File: config.mk
export PLATFORM = sky130hd
export DESIGN_NAME = attention_mask_generator
export DESIGN_NICKNAME = d
export VERILOG_FILES = /design/src/hdl/amg_pkg.sv /design/src/hdl/amg_eval.sv /design/src/hdl/attention_mask_generator.sv
export SDC_FILE = /design/constraint.sdc
export NUM_CORES = 1
export LEC_CHECK = 0
export BUFFER_PORTS_ARGS = -buffer_cell sky130_fd_sc_hd__buf_2
export CORE_MARGIN = 2
export CORE_UTILIZATION = 23
export CTS_BUF_LIST = sky130_fd_sc_hd__clkbuf_8 sky130_fd_sc_hd__clkbuf_16
export CTS_CLUSTER_SIZE = 25
export DETAILED_ROUTE_END_ITERATION = 8
export GPL_ROUTABILITY_DRIVEN = 0
export PLACE_DENSITY = 0.49
export RECOVER_POWER = 100
export SYNTH_ARGS = -nofsm -noshare
export SYNTH_HDL_FRONTEND = slang
export SYNTH_SLANG_ARGS = --single-unit
File: constraint.sdc
create_clock -name clk -period 7.4 [get_ports clk]
set_clock_uncertainty 0.15 [all_clocks]
set_input_delay 1.48 -clock clk [delete_from_list [all_inputs] [get_ports clk]]
set_output_delay 1.48 -clock clk [all_outputs]
set_load 0.02 [all_outputs]
File: src/hdl/amg_pkg.sv
package amg_pkg;

  localparam int unsigned MAX_SEQ = 8192;
  localparam int unsigned WINDOW  = 512;

  localparam int unsigned LEN_W   = 14;
  localparam int unsigned IDX_W   = 13;
  localparam int unsigned STEP_W  = 16;
  localparam int unsigned TOK_W   = 32;
  localparam int unsigned CODE_W  = 16;
  localparam int unsigned CFG_W   = 16;
  localparam int unsigned CFG_IDX_W = 3;

  // suffix detection constants
  localparam int unsigned BLOCK_BITS  = 6;
  localparam int unsigned SHORT_LIMIT = 8;

  localparam logic [LEN_W-1:0] MAX_SEQ_LEN = LEN_W'(MAX_SEQ);
  localparam logic [LEN_W-1:0] LEN_RESET   = LEN_W'(1);

  localparam logic [CFG_IDX_W-1:0] CFG_QUERY_LEN      = 3'd0;
  localparam logic [CFG_IDX_W-1:0] CFG_KEY_LEN        = 3'd1;
  localparam logic [CFG_IDX_W-1:0] CFG_STEP_POSITION  = 3'd2;
  localparam logic [CFG_IDX_W-1:0] CFG_WIDE_MODE      = 3'd3;
  localparam logic [CFG_IDX_W-1:0] CFG_TOKENS_PRESENT = 3'd4;

  localparam logic signed [CODE_W-1:0] NARROW_VALID  = 16'sd127;
  localparam logic signed [CODE_W-1:0] NARROW_MASKED = -16'sd128;
  localparam logic signed [CODE_W-1:0] WIDE_VALID    = 16'sd0;
  localparam logic signed [CODE_W-1:0] WIDE_MASKED   = -16'sd32767;

  localparam logic signed [TOK_W-1:0] TOKEN_INVALID = -32'sd1;

  typedef struct packed {
    logic [IDX_W-1:0]        row_index;
    logic [IDX_W-1:0]        col_index;
    logic signed [TOK_W-1:0] draft_token;
  } in_item_t;

  typedef struct packed {
    logic signed [CODE_W-1:0] local_value;
    logic signed [CODE_W-1:0] global_value;
  } out_item_t;

  // mask geometry and mode settled from the configuration registers
  typedef struct packed {
    logic [LEN_W-1:0]  seq_q;
    logic [LEN_W-1:0]  seq_k;
    logic [LEN_W-1:0]  capacity;
    logic              suffix;
    logic [STEP_W-1:0] step;
    logic              wide;
    logic              tokens_present;
  } geom_t;

  function automatic logic [LEN_W-1:0] clamp_len(input logic [LEN_W-1:0] v);
    clamp_len = (v > MAX_SEQ_LEN) ? MAX_SEQ_LEN : v;
  endfunction

endpackage

File: src/hdl/amg_eval.sv
module amg_eval (
  input  amg_pkg::geom_t    geom,
  input  amg_pkg::in_item_t item,
  output amg_pkg::out_item_t result
);
  import amg_pkg::*;

  localparam int unsigned SUM_W = STEP_W + 2;

  logic [LEN_W-1:0] q_ext;
  logic [LEN_W-1:0] k_ext;
  logic             in_range;
  logic             in_cache;
  logic             below_limit;
  logic             in_window;
  logic [LEN_W-1:0] rel;
  logic             suffix_ok;
  logic             tok_ok;
  logic             lv;
  logic             gv;
  logic [SUM_W-1:0] k_plus_win;
  logic [SUM_W-1:0] ts_plus_q;
  logic signed [CODE_W-1:0] valid_code;
  logic signed [CODE_W-1:0] masked_code;

  always_comb begin
    q_ext    = LEN_W'(item.row_index);
    k_ext    = LEN_W'(item.col_index);
    in_range = (q_ext < geom.seq_q) && (k_ext < geom.seq_k);
    in_cache = k_ext < geom.capacity;

    // limit is ts with a suffix, ts + 1 without
    if (geom.suffix) begin
      below_limit = STEP_W'(k_ext) < geom.step;
    end else begin
      below_limit = STEP_W'(k_ext) <= geom.step;
    end

    // k >= ts + q - (window - 1), rearranged to stay unsigned
    k_plus_win = SUM_W'(k_ext) + SUM_W'(WINDOW - 1);
    ts_plus_q  = SUM_W'(geom.step) + SUM_W'(q_ext);
    in_window  = k_plus_win >= ts_plus_q;

    rel       = k_ext - geom.capacity;
    tok_ok    = !geom.tokens_present || (item.draft_token != TOKEN_INVALID);
    suffix_ok = geom.suffix && (rel < geom.seq_q) && (rel <= q_ext) && tok_ok;

    gv = 1'b0;
    lv = 1'b0;
    if (in_range) begin
      if (in_cache) begin
        gv = below_limit;
        lv = below_limit && in_window;
      end else begin
        gv = suffix_ok;
        lv = suffix_ok;
      end
    end

    valid_code  = geom.wide ? WIDE_VALID : NARROW_VALID;
    masked_code = geom.wide ? WIDE_MASKED : NARROW_MASKED;

    result.local_value  = lv ? valid_code : masked_code;
    result.global_value = gv ? valid_code : masked_code;
  end

endmodule

File: src/hdl/attention_mask_generator.sv
// attention mask element generator
// start/in_item: one request per cycle carries a query row, a key column and
// the draft token of that column; it is taken at any edge with start high
// (busy stays low, the block never refuses a request)
// out_valid/out_item: one strobe per request with the local (sliding-window)
// and global mask codes; results come in request order
// pipeline: request register then result register, with the mask
// test between them; throughput: one element per cycle, set by that single
// registered pass
// cfg_wr_en/cfg_index/cfg_wdata: register writes land at once; the derived
// cache capacity, suffix flag and clamped lengths follow in the cycle after,
// so a request may follow a write in the next cycle
// reset: lengths go to 1, step, mode and token check to 0, and any request
// in flight is dropped
// the receiver cannot stall: each result shows for exactly one cycle
module attention_mask_generator (
  input  logic                                  clk,
  input  logic                                  rst_n,
  input  logic                                  start,
  output logic                                  busy,
  input  amg_pkg::in_item_t                     in_item,
  output logic                                  out_valid,
  output amg_pkg::out_item_t                    out_item,
  input  logic                                  cfg_wr_en,
  input  logic [amg_pkg::CFG_IDX_W-1:0]         cfg_index,
  input  logic [amg_pkg::CFG_W-1:0]             cfg_wdata
);
  import amg_pkg::*;

  logic [LEN_W-1:0]  query_len_r;
  logic [LEN_W-1:0]  key_len_r;
  logic [STEP_W-1:0] step_position_r;
  logic              wide_mode_r;
  logic              tokens_present_r;

  logic [LEN_W-1:0]  seq_q;
  logic [LEN_W-1:0]  seq_k;
  logic [LEN_W-1:0]  diff;
  logic [LEN_W-1:0]  floor_blk;
  logic [LEN_W-1:0]  cap_nxt;
  logic              suffix_nxt;
  logic [LEN_W-1:0]  cap_r;
  logic              suffix_r;
  logic [LEN_W-1:0]  seq_q_r;
  logic [LEN_W-1:0]  seq_k_r;

  logic              in_valid_r;
  in_item_t          in_r;
  geom_t             geom;
  out_item_t         result;
  logic              out_valid_r;
  out_item_t         out_r;

  assign busy = 1'b0;

  always_ff @(posedge clk) begin
    if (!rst_n) begin
      query_len_r      <= LEN_RESET;
      key_len_r        <= LEN_RESET;
      step_position_r  <= '0;
      wide_mode_r      <= 1'b0;
      tokens_present_r <= 1'b0;
    end else if (cfg_wr_en) begin
      unique case (cfg_index)
        CFG_QUERY_LEN:      query_len_r      <= cfg_wdata[LEN_W-1:0];
        CFG_KEY_LEN:        key_len_r        <= cfg_wdata[LEN_W-1:0];
        CFG_STEP_POSITION:  step_position_r  <= cfg_wdata[STEP_W-1:0];
        CFG_WIDE_MODE:      wide_mode_r      <= cfg_wdata[0];
        CFG_TOKENS_PRESENT: tokens_present_r <= cfg_wdata[0];
        default: ;
      endcase
    end
  end

  // cache capacity and suffix presence from the lengths
  always_comb begin
    seq_q      = clamp_len(query_len_r);
    seq_k      = clamp_len(key_len_r);
    diff       = seq_k - seq_q;
    floor_blk  = {seq_k[LEN_W-1:BLOCK_BITS], {BLOCK_BITS{1'b0}}};
    cap_nxt    = seq_k;
    suffix_nxt = 1'b0;
    if (seq_k > seq_q) begin
      if ((diff[BLOCK_BITS-1:0] == '0) || (seq_q > LEN_W'(SHORT_LIMIT))) begin
        cap_nxt    = diff;
        suffix_nxt = 1'b1;
      end else if ((seq_k[LEN_W-1:BLOCK_BITS] != '0) &&
                   (seq_k[BLOCK_BITS-1:0] != '0) &&
                   (seq_k[BLOCK_BITS-1:0] <= BLOCK_BITS'(SHORT_LIMIT))) begin
        cap_nxt    = floor_blk;
        suffix_nxt = 1'b1;
      end
    end
  end

  always_ff @(posedge clk) begin
    cap_r    <= cap_nxt;
    suffix_r <= suffix_nxt;
    seq_q_r  <= seq_q;
    seq_k_r  <= seq_k;
  end

  always_comb begin
    geom.seq_q          = seq_q_r;
    geom.seq_k          = seq_k_r;
    geom.capacity       = cap_r;
    geom.suffix         = suffix_r;
    geom.step           = step_position_r;
    geom.wide           = wide_mode_r;
    geom.tokens_present = tokens_present_r;
  end

  always_ff @(posedge clk) begin
    if (!rst_n) begin
      in_valid_r  <= 1'b0;
      out_valid_r <= 1'b0;
    end else begin
      in_valid_r  <= start && !busy;
      out_valid_r <= in_valid_r;
    end
  end

  always_ff @(posedge clk) begin
    if (start && !busy) begin
      in_r <= in_item;
    end
    if (in_valid_r) begin
      out_r <= result;
    end
  end

  amg_eval u_eval (
    .geom   (geom),
    .item   (in_r),
    .result (result)
  );

  assign out_valid = out_valid_r;
  assign out_item  = out_r;

endmodule
## Yosys cells after proc, flatten, opt, wreduce, memory -nomap -nowiden

Index checks and enable logic that the tools add are counted.

| cells by class | value |
|---|---|
| add/sub/neg operators | 4 |
| order comparisons | 13 |
| equality and inequality tests | 5 |
| multiplexer cells | 16 |
| reduce and logical (&&, ||, !) cells | 19 |

Operators with widths:

| kind | count |
|---|---|
| $mux 14 | 4 |
| $lt 13x14->1 | 3 |
| $mux 16 | 2 |
| $ne 32x1->1 const B | 1 |
| $gt 14x14->1 const B | 2 |
| $ge 18x18->1 | 1 |
| $add 16x13->17 | 1 |
| $le 13x16->1 | 1 |
| $lt 13x16->1 | 1 |
| $mux 15 | 1 |
| $add 13x9->14 const B | 1 |
| $gt 14x14->1 | 1 |
| $gt 14x4->1 const B | 1 |
| $le 14x13->1 | 1 |
| $lt 14x14->1 | 1 |
| $sub 13x14->14 | 1 |
| $sub 14x14->14 | 1 |
| $reduce_and 2->1 | 5 |
| $reduce_bool 8->1 | 1 |
| $logic_and 1x1->1 | 7 |
| $mux 1 | 7 |
| $mux 7 | 1 |
| $eq 3x2->1 const B | 2 |
| $le 6x4->1 const B | 1 |
| 8 further kinds | 9 |

| word-level totals | value |
|---|---|
| register bits after elaboration | 181 |
| input port bits | 81 |
| output and inout bits | 34 |
| word-level logic and storage cells | 73 |

## Longest topological paths before layout

Gate-level depths: netlist of run 1.

| depth | value |
|---|---|
| word-level depth | 8 |
| gate-level depth with buffers | 20 |
| mapped depth without buffers | 20 |

## Cells and area by module

From an unflattened synthesis of run 1, not the netlist that was laid out.

| second synthesis, totals | value |
|---|---|
| cell total of the unflattened synthesis | 1050 |
| area, all modules | 10491.3 um^2 |

Modules (own cells, without submodules):

| module | instances | cells each | area each (um^2) | seq. area each (um^2) |
|---|---|---|---|---|
| attention_mask_generator | 1 | 542 | 6746.5 | 4524.3 |
| amg_eval | 1 | 508 | 3744.8 | 0.0 |

## Least setup slack after synthesis of run 1

Ideal clock, no wire load.

| timing path | value |
|---|---|
| kind | register to register |
| from | register in_r[45] (netlist name) |
| to | register out_r (netlist bit out_item[16]), data pin |
| setup time | 0.265 ns |
| arrival | 3.714 ns |
| required time | 6.985 ns |
| slack | 3.271 ns |
| stages on the path, launching flop included | 21 |
| buffers on the path | 0 |
| period minus slack after synthesis | 4.129 ns |
| cell sequence | edfxtp_1 ha_1 inv_1 fa_1 nor2b_1 o31ai_2 a21boi_1 o21a_1 o21a_1 o21a_1 or4_1 o311a_1 ha_1 a21o_1 a211oi_1 o21ai_0 a21oi_1 a21boi_0 a2111oi_0 a31oi_1 xnor2_1 |

RTL lines:

| what | RTL line | source |
|---|---|---|
| start: declaration | attention_mask_generator.sv:48 | `in_item_t in_r;` |
| start signal: assignment | attention_mask_generator.sv:125 | `in_r <= in_item;` |
| end signal: assignment | attention_mask_generator.sv:128 | `out_r <= result;` |
| end: declaration | attention_mask_generator.sv:52 | `out_item_t out_r;` |

## Worst setup path in the final report of run 1

| timing path | value |
|---|---|
| from | register in_r[45] (netlist name) |
| to | register out_r (netlist bit out_item[29]), data pin |

| between the ends | value |
|---|---|
| word-level cells in the longest chain between the ends | 6 |
| elaborated cells between the ends (all ways) | 11 |
| those cells by class | add/sub (1); order compare (3); mux (3); reduce/logical (4) |

Ends and longest elaborated chain:

| what | RTL line | source |
|---|---|---|
| $add 16x13->17 or $le 14x13->1 (tied branches) | amg_eval.sv:41, amg_eval.sv:46 |  |
| $ge 18x18->1 or $logic_and 1x1->1 (tied branches) | amg_eval.sv:42, amg_eval.sv:46 |  |
| $logic_and 1x1->1 (on tied branches) | amg_eval.sv:53, amg_eval.sv:46 |  |
| $mux 1 | amg_eval.sv:51 | `if (in_cache) begin` |
| $mux 1 * | amg_eval.sv:50 | `if (in_range) begin` |
| $mux 16 * | amg_eval.sv:63 | `result.local_value = lv ? valid_code : masked_code;` |

Mark *: on every way between the ends. The rest lies on a longest branch, timed or not.
A chain may end at the register's enable or synchronous reset.

==> run metrics, run 1 <==
WL per Instance=16.8 um; Worst R2R Setup Slack=1740 ps; Seq cells post-synth=157; Die X=207 um; vias in the first global route=7,184; share of post-route cells with drive strength above 1=10.4%; Setup crit end=out_item[29]; Ys Warns=0; setup slack after layout=1740 ps; via count=7,404; Syn Area/Cell=9.45 um^2; grt ovf=0; Crit. End Element=flip-flop; Sink Count=157; unrepaired setup endpoints after global routing=no; Max Slew Vio Count=109; Top Ports=115; first-pass GRT wire length=41.4 mm; failing checks=max-capacitance violations, max-slew violations; CP Class=reg -> reg; number of synthesized flops with an enable pin=66; Worst R2R Start=in_r[45]; drc violations=0; clk root buf=clkbuf_16; critical path data arrival time=5680 ps; Worst path most repeated cell=o21a_1; final setup fails=0; Initial DRC Count=473; asr flop ratio synth=0%; synthesis-to-finish area growth=15.5%; core area=40,700 um^2; CTS buffer count=17; Total Power=2.52 mW; Starting Density=23.2%; H-tree depth=4; Max-Cap Viols=2; largest net degree at the start of global routing=60; cts repair resizes=0; Startpoint Class=flip-flop; filler cell count=4,468; pwr dens=231 nW/um^2; sequential share of the synthesized area=40.2%; CP required=7420 ps; crit-path max cell delay=1070 ps; fin crit share=76.5%; CP startpoint=in_r[45]; CTS Hold Bufs=0; crit path cell chain=ha_1, inv_1, fa_1, nor2b_1, o31ai_1, a21boi_0, o21a_1, o21a_1, o21a_1, or4_1, o311a_1, ha_1, o21ai_0, nand2b_1, a21oi_1, a211o_1, a2111oi_0, a31oi_1, nor2b_1; worst skew pair latency=440 ps; Crit Reg-Reg Endpoint=out_item[29]; Primary FF master, synth=dfxtp_1; die height=207 um; IO buf count=113; Worst VDD drop=0.000166 V; First-pass DRT Iterations=5; DRT Wirelength=27.4 mm; Final Hold Vio Count=0; Antenna Nets Post-Route=0; Ant. Diodes=0; overall routing resource usage=12.9%; setup slack at placement=2120 ps; cells on worst reg2reg path=19; P_leak=4.38 nW; clk slew on worst S/H paths=70 ps; antenna violations before repair=2; Mapped Area=9460 um^2; DP Wirelength=21.9 mm; Max Fclk=0.177 GHz; CP Max Fanout=4; drt via density=4.53; hold_ws=309 ps; status=finished, violations left; Tmin final=5660 ps; Mapped Nets=1,203; post-synth cell types=76; Setup TNS=0 ps; CTS Buffer Depth=2; nets@finish=1,290; DP Area=10,400 um^2; max_slew headroom=-130%; Cells after Synth=1,001; Design Area, Final=10,900 um^2; TritonCTS clock tree=built; HP Class=reg -> reg; Rows=74; Die ar.=42,800 um^2; Slowest-stage cell, CP=a2111oi_0; post-CTS setup buffers=0; Worst-Margin Slew=3450 ps
==> metal layers <==
metal,track usage [%],vias up,wire length (um)
met5,0,-,0
met4,3.27,0,397
met2,19.1,166,11500
met1,19.2,3512,14000
met3,2.45,19,1430
li1,-,3707,-
==> Yosys cell counts (7+ instances only) <==
| library cell | count | area [um^2] |
|---|---|---|
| nand2_1 | 143 | 537 |
| ha_1 | 118 | 1480 |
| inv_1 | 94 | 353 |
| dfxtp_1 | 91 | 1820 |
| edfxtp_1 | 66 | 1980 |
| a21oi_1 | 46 | 230 |
| a21boi_0 | 45 | 338 |
| o21ai_0 | 36 | 180 |
| nor2_1 | 33 | 124 |
| buf_4 | 25 | 188 |
| a21o_1 | 22 | 165 |
| nor2b_1 | 22 | 138 |
| nand3_1 | 21 | 105 |
| nand4_1 | 20 | 125 |
| xnor2_1 | 20 | 175 |
| xor2_1 | 20 | 175 |
| clkbuf_1 | 16 | 60.1 |
| nor3_1 | 13 | 65.1 |
| o21a_1 | 12 | 90.1 |
| nand2b_1 | 11 | 68.8 |
| a211oi_1 | 7 | 52.6 |
| nor4_1 | 7 | 43.8 |
| or3_1 | 7 | 43.8 |
==> layout by cell type (no fill, tap or decap), types with 4 or more instances in the layout <==
master       n
clkbuf_1    43
a31oi_1      6
nand2_1    143
and3_1       5
o21a_1      12
or3_1        7
ha_1       118
o21ai_0     36
a21o_1      22
dfxtp_1     91
a211oi_1     7
xor2_1      20
o211ai_1     5
buf_2       71
a211o_1      5
xnor2_1     20
nand4_1     20
nand2b_1    11
or4_1        5
clkbuf_16   18
nor2b_1     22
nand3_1     21
edfxtp_1    66
a21oi_1     46
a21boi_0    46
a2111oi_0    4
nor4_1       8
nor2_1      33
inv_1       96
or2_2        6
nor3_1      13
o31a_1       4
==> cell families (layout without fill, tap and decap cells) <==
logic type      Yosys count  count (layout)  synth area share, %
compound gates          228             228                 16.9
simple gates            308             308                 15.6
other cells               1               1               0.0397
fa+ha+maj               121             121                 16.2
xor+xnor                 40              40                 3.70
mux                       4               4                0.437
flops                   157             157                 40.2
buf+inv                 142             242                 6.81
==> state kept, by name (all words and copies together), names as in the netlist, 8 cells and up <==
signal and count:
cap_r 14, in_r 58, key_len_r 14, out_item 8, query_len_r 14, seq_k_r 14
seq_q_r 14, step_position_r 16
==> worst max-delay path, delay by kind of cell (launching register included) <==
kind	cells	cell delay, ps
simple gates	4	770
flops	1	420
fa+ha+maj	3	740
compound gates	11	3250
buf+inv	1	70
==> stage by stage <==
| step | util [%] | instances |
|---|---|---|
| 6_report | 26.8 | 1633 |
| 3_3_place_gp | 25.6 | 1601 |
| 4_1_cts | 27.1 | 1633 |
| 2_1_floorplan | - | 1001 |
| 3_5_place_dp | 25.6 | 1601 |
| 5_1_grt | 26.8 | 1633 |
==> cell type report <==
type | instances | area, um^2 | area share (%)
clock buffers | 19 | 464 | 4.25
clock inverters | 13 | 153 | 1.40
inverters | 96 | 360 | 3.30
multi-input cells | 702 | 4960 | 45.4
flip-flops and latches | 157 | 3800 | 34.8
well taps | 532 | 666 | 6.09
repair buffers | 114 | 517 | 4.73
==> power breakdown <==
part	switching [mW]	internal (mW)	total [mW]
clock network	0.387	0.534	0.921
registers	0.0464	0.958	1.00
logic	0.350	0.249	0.599
total	0.783	1.74	2.52
==> how the worst min path moves through the flow <==
stage | start | endpoint | slack [ps] | cells after the start
final | query_len_r[13] | seq_q_r[13] | 310 | 0
after global routing | query_len_r[13] | seq_q_r[13] | 320 | 0
after detailed placement | query_len_r[13] | seq_q_r[13] | 290 | 0
after CTS | query_len_r[13] | seq_q_r[13] | 300 | 0
after floorplan | key_len_r[12] | key_len_r[12] | 300 | 2
after global placement | query_len_r[13] | seq_q_r[13] | 300 | 0
Note: power is estimated with default switching activity, not from simulation.
==> inputs of run 2 (changes only) <==
ABC_AREA = 1   (was unset)
PLACE_DENSITY = 0.5   (was 0.49)
clock period = 4.6 ns   (was 7.4 ns; I/O delays follow)
==> run 2 against run 1 <==
Against the previous run:
- the run still ends with max-capacitance violations, max-slew violations left
- register-to-register slack lost 990 ps
- sequential cell count unchanged
- die area increased by 1.0%
- sequential share of layout area decreased by 0.31 points
- worst hold slack got worse by 44 ps
- global-route usage fell by 0.34 points
- sequential power grew 65%
- critical path depth down 3
- area after synthesis increased by 1.0%
- critical path type unchanged
- largest power group unchanged
==> run metrics, run 2 <==
Initial DRC Count=366 (-23%); Die X=208 um (+0.51%); Syn Area/Cell=8.29 um^2 (-12%); post-synth cell types=45 (-41%); First-pass DRT Iterations=5 (unchanged); die height=208 um (+0.51%); CP Class=reg -> reg; CP delay by family, top=simple AND/OR/NAND/NOR gates; synth top area cells=edfxtp_1 21%, dfxtp_1 19%, ha_1 15%, nand2_1 7.7%, inv_1 7.5%; drt via density=4.26 (-6.1%); Mapped Area=9560 um^2 (+1.0%); CTS buffer count=17 (unchanged); top post-synthesis cells by count=197 x nand2_1, 190 x inv_1, 118 x ha_1; share of post-route cells with drive strength above 1=9.14% (-1.2 points); Tmin final=3850 ps (-1810 ps); Sink Count=157 (unchanged); post-synth top area cell=edfxtp_1; critical path data arrival time=4030 ps (-1650 ps); crit-path max cell delay=420 ps (-650 ps); max_slew headroom=-62.7% (+67 points); asr flop ratio synth=0% (unchanged); TritonCTS clock tree=built; final setup fails=0 (unchanged); Top Registers=in_r: 58 flops, step_position_r: 16 flops; Psw=1.52 mW (+94%); CTS Buffer Depth=2 (unchanged); worst skew pair latency=430 ps (about the same); via count=7,623 (+3.0%); overall routing resource usage=12.6% (-0.34 points); Worst VDD drop=0.000263 V (+59%); CP startpoint=query_len_r[12]; max FFs per register=58 (unchanged); power share of the clock group=31.1% (-5.4 points); IO buf count=113 (unchanged); Worst R2R Start=query_len_r[12]; share of the synthesized area in the top cell type=20.7% (-0.22 points); cts repair resizes=0 (unchanged); Internal=2.91 mW (+67%); drc violations=0 (unchanged); crit path cell chain=inv_1, nand3_1, nor4_1, nand2_1, nand2_1, inv_1, nor2_1, ha_1, inv_1, fa_1, xor2_1, nor4_1, nand3_1, nand3_4, nand2_1, o21ai_0; Startpoint Class=flip-flop; Reg with most FFs=in_r; Max Slew Vio Count=92 (-16%); Design Area, Final=11,000 um^2 (+0.89%); Setup TNS=0 ps (unchanged); Worst-Margin Slew=2440 ps (-1010 ps); HP Class=reg -> reg; Starting Density=23.3% (+0.14 points); H-tree depth=4 (unchanged); Top Ports=115 (unchanged); CTS Hold Bufs=0 (unchanged); power share of the combinational group=31.7% (+8.0 points); CP Max Fanout=21 (+17); Seq cells post-synth=157 (unchanged); Ys Warns=0 (unchanged); first-pass GRT wire length=41.5 mm (+0.20%); most used cells in the layout excluding fill and tap cells=200 x nand2_1, 195 x inv_1, 118 x ha_1; Ant. Diodes=0 (unchanged); Sw Ratio=34.4% (+3.3 points); Antenna Nets Post-Route=0 (unchanged); largest net degree at the start of global routing=49 (-18%); synthesis-to-finish area growth=15.4%; pwr dens=402 nW/um^2 (+74%); CP Buf/Inv Count=3 (+2); nets@finish=1,447 (+12%); Primary FF master, synth=dfxtp_1; Slowest-stage cell, CP=fa_1; Rows=74 (unchanged); sequential share of the synthesized area=39.8% (-0.42 points); status=finished, violations left; antenna violations before repair=2 (unchanged); number of synthesized flops with an enable pin=66 (unchanged); failing checks=max-capacitance violations, max-slew violations; unrepaired setup endpoints after global routing=no; Final Hold Vio Count=0 (unchanged); DP Area=10,500 um^2 (+1.3%); commonest non-fill, non-tap cell in the layout=nand2_1; CP required=4780 ps (-2640 ps); Flop pwr share=37.2% (-2.6 points); fin crit share=83.7% (+7.2 points); vias in the first global route=7,579 (+5.5%); Die ar.=43,200 um^2 (+1.0%); clk slew on worst S/H paths=60 ps (about the same); post-CTS setup buffers=0 (unchanged); hold_sp=key_len_r[13]; grt ovf=0 (unchanged); Max Fclk=0.260 GHz (+47%); P_leak=4.92 nW (+12%); Crit. End Element=flip-flop; DP Wirelength=22.4 mm (+2.2%); clk root buf=clkbuf_16; Max-Cap Viols=2 (unchanged); Mapped Nets=1,354 (+13%); DRT Wirelength=27.1 mm (-0.79%); WL per Instance=15.2 um (-9.5%); most common cell in the netlist=nand2_1; core area=40,900 um^2 (+0.45%); Cells after Synth=1,152 (+15%)
run 2: changes by cell type after synthesis, sizes merged, moves of 6 or more:
cell	delta
o21a	-9
a21oi	+57
a21o	-17
xor2	+8
nor3	+7
o21ai	+31
or3	-6
nand2	+63
nand2b	-11
a21boi	-46
inv	+97
nor2	+52
nor2b	-22
nand3	+31
run 2: power by group through the flow:
stage	sequential (mW)	clock (mW)	combinational (mW)
floorplan	1.65	0	1.08
CTS	1.65	1.41	1.44
global placement	1.68	0	1.42
finish	1.65	1.38	1.41
global route	1.66	1.47	1.60
detailed placement	1.68	0	1.43
run 2: worst register-to-register path: stages (launching register included):
cell	delay (ps)
dfxtp_1	300
inv_1	120
nand3_1	110
nor4_1	190
nand2_1	90
nand2_1	200
inv_1	180
nor2_1	210
ha_1	190
inv_1	80
fa_1	420
xor2_1	200
nor4_1	270
nand3_1	170
nand3_4	140
nand2_1	400
o21ai_0	330
run 2: layout make-up:
type / instances / area, um^2
clock buffers: 21 / 514
clock inverters: 11 / 65.1
fillers: 4458 / 29900
inverters: 192 / 721
multi-input cells: 761 / 4720
flip-flops and latches: 157 / 3800
well taps: 532 / 666
repair buffers: 116 / 531
run 2: layer usage:
metal  up-vias  part of all wire [%]  track usage [%]
li1       3979                     -                -
met1      3508                    45             15.7
met2       103                    49             21.9
met3        31                   3.0             1.75
met4         2                   2.9             5.09
met5         -                 0.026                0
run 2: final timing paths:
path                            slack [ps]          end  cells after the start
worst max-delay path                   750     cap_r[4]                     16
worst min-delay path                   260  seq_k_r[13]                      0
worst max register to register         750     cap_r[4]                     16
worst min register to register         260  seq_k_r[13]                      0
run 2: kinds of logic (layout without fill, tap and decap cells):
kind of cell               Yosys count  count (layout)  share of synthesized area (%)
and+or+nand+nor                    392             392                           17.9
buffers and inverters              234             340                           10.3
DFF                                157             157                           39.8
xor gates and xnor gates            46              46                           4.22
other                                1               1                         0.0392
AOI/OAI and AO/OA                  201             201                           11.6
adders and majority gates          121             121                           16.1
run 2: through the flow:
step / hold slack [ps] / cells / util [%] / setup slack (ps) / total power, mW
3_3_place_gp: 243 / 1758 / 25.8 / 865 / 3.09
2_1_floorplan: 274 / 1152 / - / 1330 / 2.73
3_5_place_dp: 253 / 1758 / 25.8 / 847 / 3.11
6_report: 265 / 1790 / 26.9 / 750 / 4.43
5_1_grt: 275 / 1790 / 26.9 / 281 / 4.73
4_1_cts: 264 / 1790 / 27.2 / 838 / 4.50
==> inputs of run 3 (changes only) <==
ABC_AREA = 0   (was 1)
PLACE_DENSITY = 0.49   (was 0.5)
clock period = 3.55 ns   (was 4.6 ns; I/O delays follow)
==> run 3 against run 2 <==
Against the previous run:
- the run ends with max-capacitance violations, max-slew violations, negative setup slack left
- sequential power increased by 25%
- non-clock buffer count increased by 166
- power increased by 29%
- clock power increased by 40%
==> run metrics, run 3 (same netlist as run 1, synthesis figures left out) <==
Setup TNS=-10,100 ps (-10,100 ps); largest net degree at the start of global routing=60 (+22%); drc violations=0 (unchanged); first-pass GRT wire length=44.1 mm (+6.3%); H-tree depth=4 (unchanged); Max Slew Vio Count=109 (+18%); setup slack after layout=-725 ps (-1470 ps); Die ar.=42,800 um^2 (-1.0%); IO buf count=113 (unchanged); Max-Cap Viols=2 (unchanged); CP Max Fanout=4 (-81%); clk slew on worst S/H paths=80 ps (+20 ps); die height=207 um (-0.51%); drt via density=4.40 (+3.4%); Worst path most repeated cell=o21a_1; clk root buf=clkbuf_16; grt ovf=0 (unchanged); status=finished, violations left; P_leak=5.26 nW (+6.8%); Initial DRC Count=500 (+37%); Final Non-Filler Cells=1,802 (+0.67%); cells on worst reg2reg path=21 (+5); Top Ports=115 (unchanged); fin crit share=120% (+37 points); Starting Density=23.2% (-0.14 points); overall routing resource usage=13.7% (+1.1 points); Worst VDD drop=0.000340 V (+29%); hold path cells=1 (+1); hold_ws=287 ps (+21.7 ps); DP Wirelength=23.4 mm (+4.2%); Top Registers=in_r: 58 flops, step_position_r: 16 flops; antenna violations before repair=0 (-2); CP Class=reg -> reg; WL per Instance=16.2 um (+7.2%); unrepaired setup endpoints after global routing=yes; Startpoint Class=flip-flop; Max Fclk=0.234 GHz (-9.9%); WP depth=21 (+5); crit-path max cell delay=410 ps (about the same); synthesis-to-finish area growth=32.8%; Rows=74 (unchanged); worst skew pair latency=450 ps (+20 ps); core area=40,700 um^2 (-0.45%); Worst-Margin Slew=2160 ps (-284 ps); max_slew headroom=-43.7% (+19 points); Final Util=30.8% (+3.9 points); First-pass DRT Iterations=4 (-1); HP Class=in -> reg; Sink Count=157 (unchanged); Final Hold Vio Count=0 (unchanged); via count=7,934 (+4.1%); CP required=3570 ps (-1210 ps); Slowest-stage cell, CP=edfxtp_1; CP Buf/Inv Count=2 (-1); DP Area=11,700 um^2 (+11%); Design Area, Final=12,600 um^2 (+14%); Die X=207 um (-0.51%); CTS buffer count=17 (unchanged); failing checks=max-capacitance violations, max-slew violations, negative setup slack; CP delay by family, top=compound AO/OA/AOI/OAI gates; critical path data arrival time=4290 ps (+260 ps); pwr dens=454 nW/um^2 (+13%); CTS Buffer Depth=2 (unchanged); crit path cell chain=ha_2, inv_2, fa_2, nor2b_2, o31ai_2, buf_4, a21boi_2, o21a_1, o21a_1, o21a_1, or4_1, o311a_1, ha_1, a21o_1, a211oi_2, o21ai_1, a21oi_1, a21boi_2, a2111oi_4, a31oi_4, xnor2_2; Reg with most FFs=in_r; most used cells in the layout excluding fill and tap cells=158 x buf_4, 141 x nand2_1, 109 x ha_1; setup slack at placement=-868 ps (-1710 ps); Placed Instances=1,756 (-0.11%); commonest non-fill, non-tap cell in the layout=buf_4; CTS Hold Bufs=0 (unchanged); DRT Wirelength=29.3 mm (+7.9%); vias in the first global route=7,999 (+5.5%); Tmin final=4270 ps (+425 ps); Total Power=5.70 mW (+29%); Antenna Nets Post-Route=0 (unchanged); max FFs per register=58 (unchanged); final setup fails=23 (+23); nets@finish=1,459 (+0.83%); share of post-route cells with drive strength above 1=25.5% (+16 points); Ant. Diodes=0 (unchanged); filler cell count=4,320 (-3.1%); Crit. End Element=flip-flop; TritonCTS clock tree=built
[run 3: what timing repair did]
action | in CTS | in global routing
cloned | 1 | 1
buffers inserted | 6 | 6
gates resized for setup | 25 | 32
pin swaps | 16 | 24
endpoints found under the setup margin | 23 | 21
[run 3: report_power, final]
part / internal (mW) / switching, mW
combinational: 0.856 / 0.855
sequential: 1.99 / 0.0660
clock: 0.976 / 0.952
[run 3: path summary, 6_finish.rpt]
check,startpoint,to,slack (ps)
worst min-delay path,in_item[1],in_r[1],290
worst max register to register,in_r[45],out_item[16],-720
worst max-delay path,in_r[45],out_item[16],-720
worst min register to register,key_len_r[12],key_len_r[12],330
[run 3: worst reg2reg max path, cell delays in order (launching register included)]
cell and delay (ps):
edfxtp_1 410, ha_2 210, inv_2 50, fa_2 200
nor2b_2 60, o31ai_2 170, buf_4 160, a21boi_2 60
o21a_1 170, o21a_1 170, o21a_1 170, or4_1 400
o311a_1 150, ha_1 290, a21o_1 120, a211oi_2 60
o21ai_1 70, a21oi_1 50, a21boi_2 160, a2111oi_4 360
a31oi_4 180, xnor2_2 170
[run 3: final cells by class]
class                           count  area [um^2]  share of cell area (%)
Timing Repair Buffer              282         1790                    14.2
Clock buffer                       17          425                    3.39
Tap cell                          532          666                    5.30
Clock inverter                     15          199                    1.58
Inverter                           96          360                    2.87
Multi-Input combinational cell    703         5320                    42.3
Sequential cell                   157         3800                    30.3
[run 3: metal layers]
layer	vias up	GRT usage (%)	routed length [um]	share of wire [%]
li1	4044	-	-	-
met1	3741	18.4	13800	47
met2	124	23.1	14000	48
met3	25	1.81	1050	3.6
met4	0	4.08	420	1.4
met5	-	0	0	0
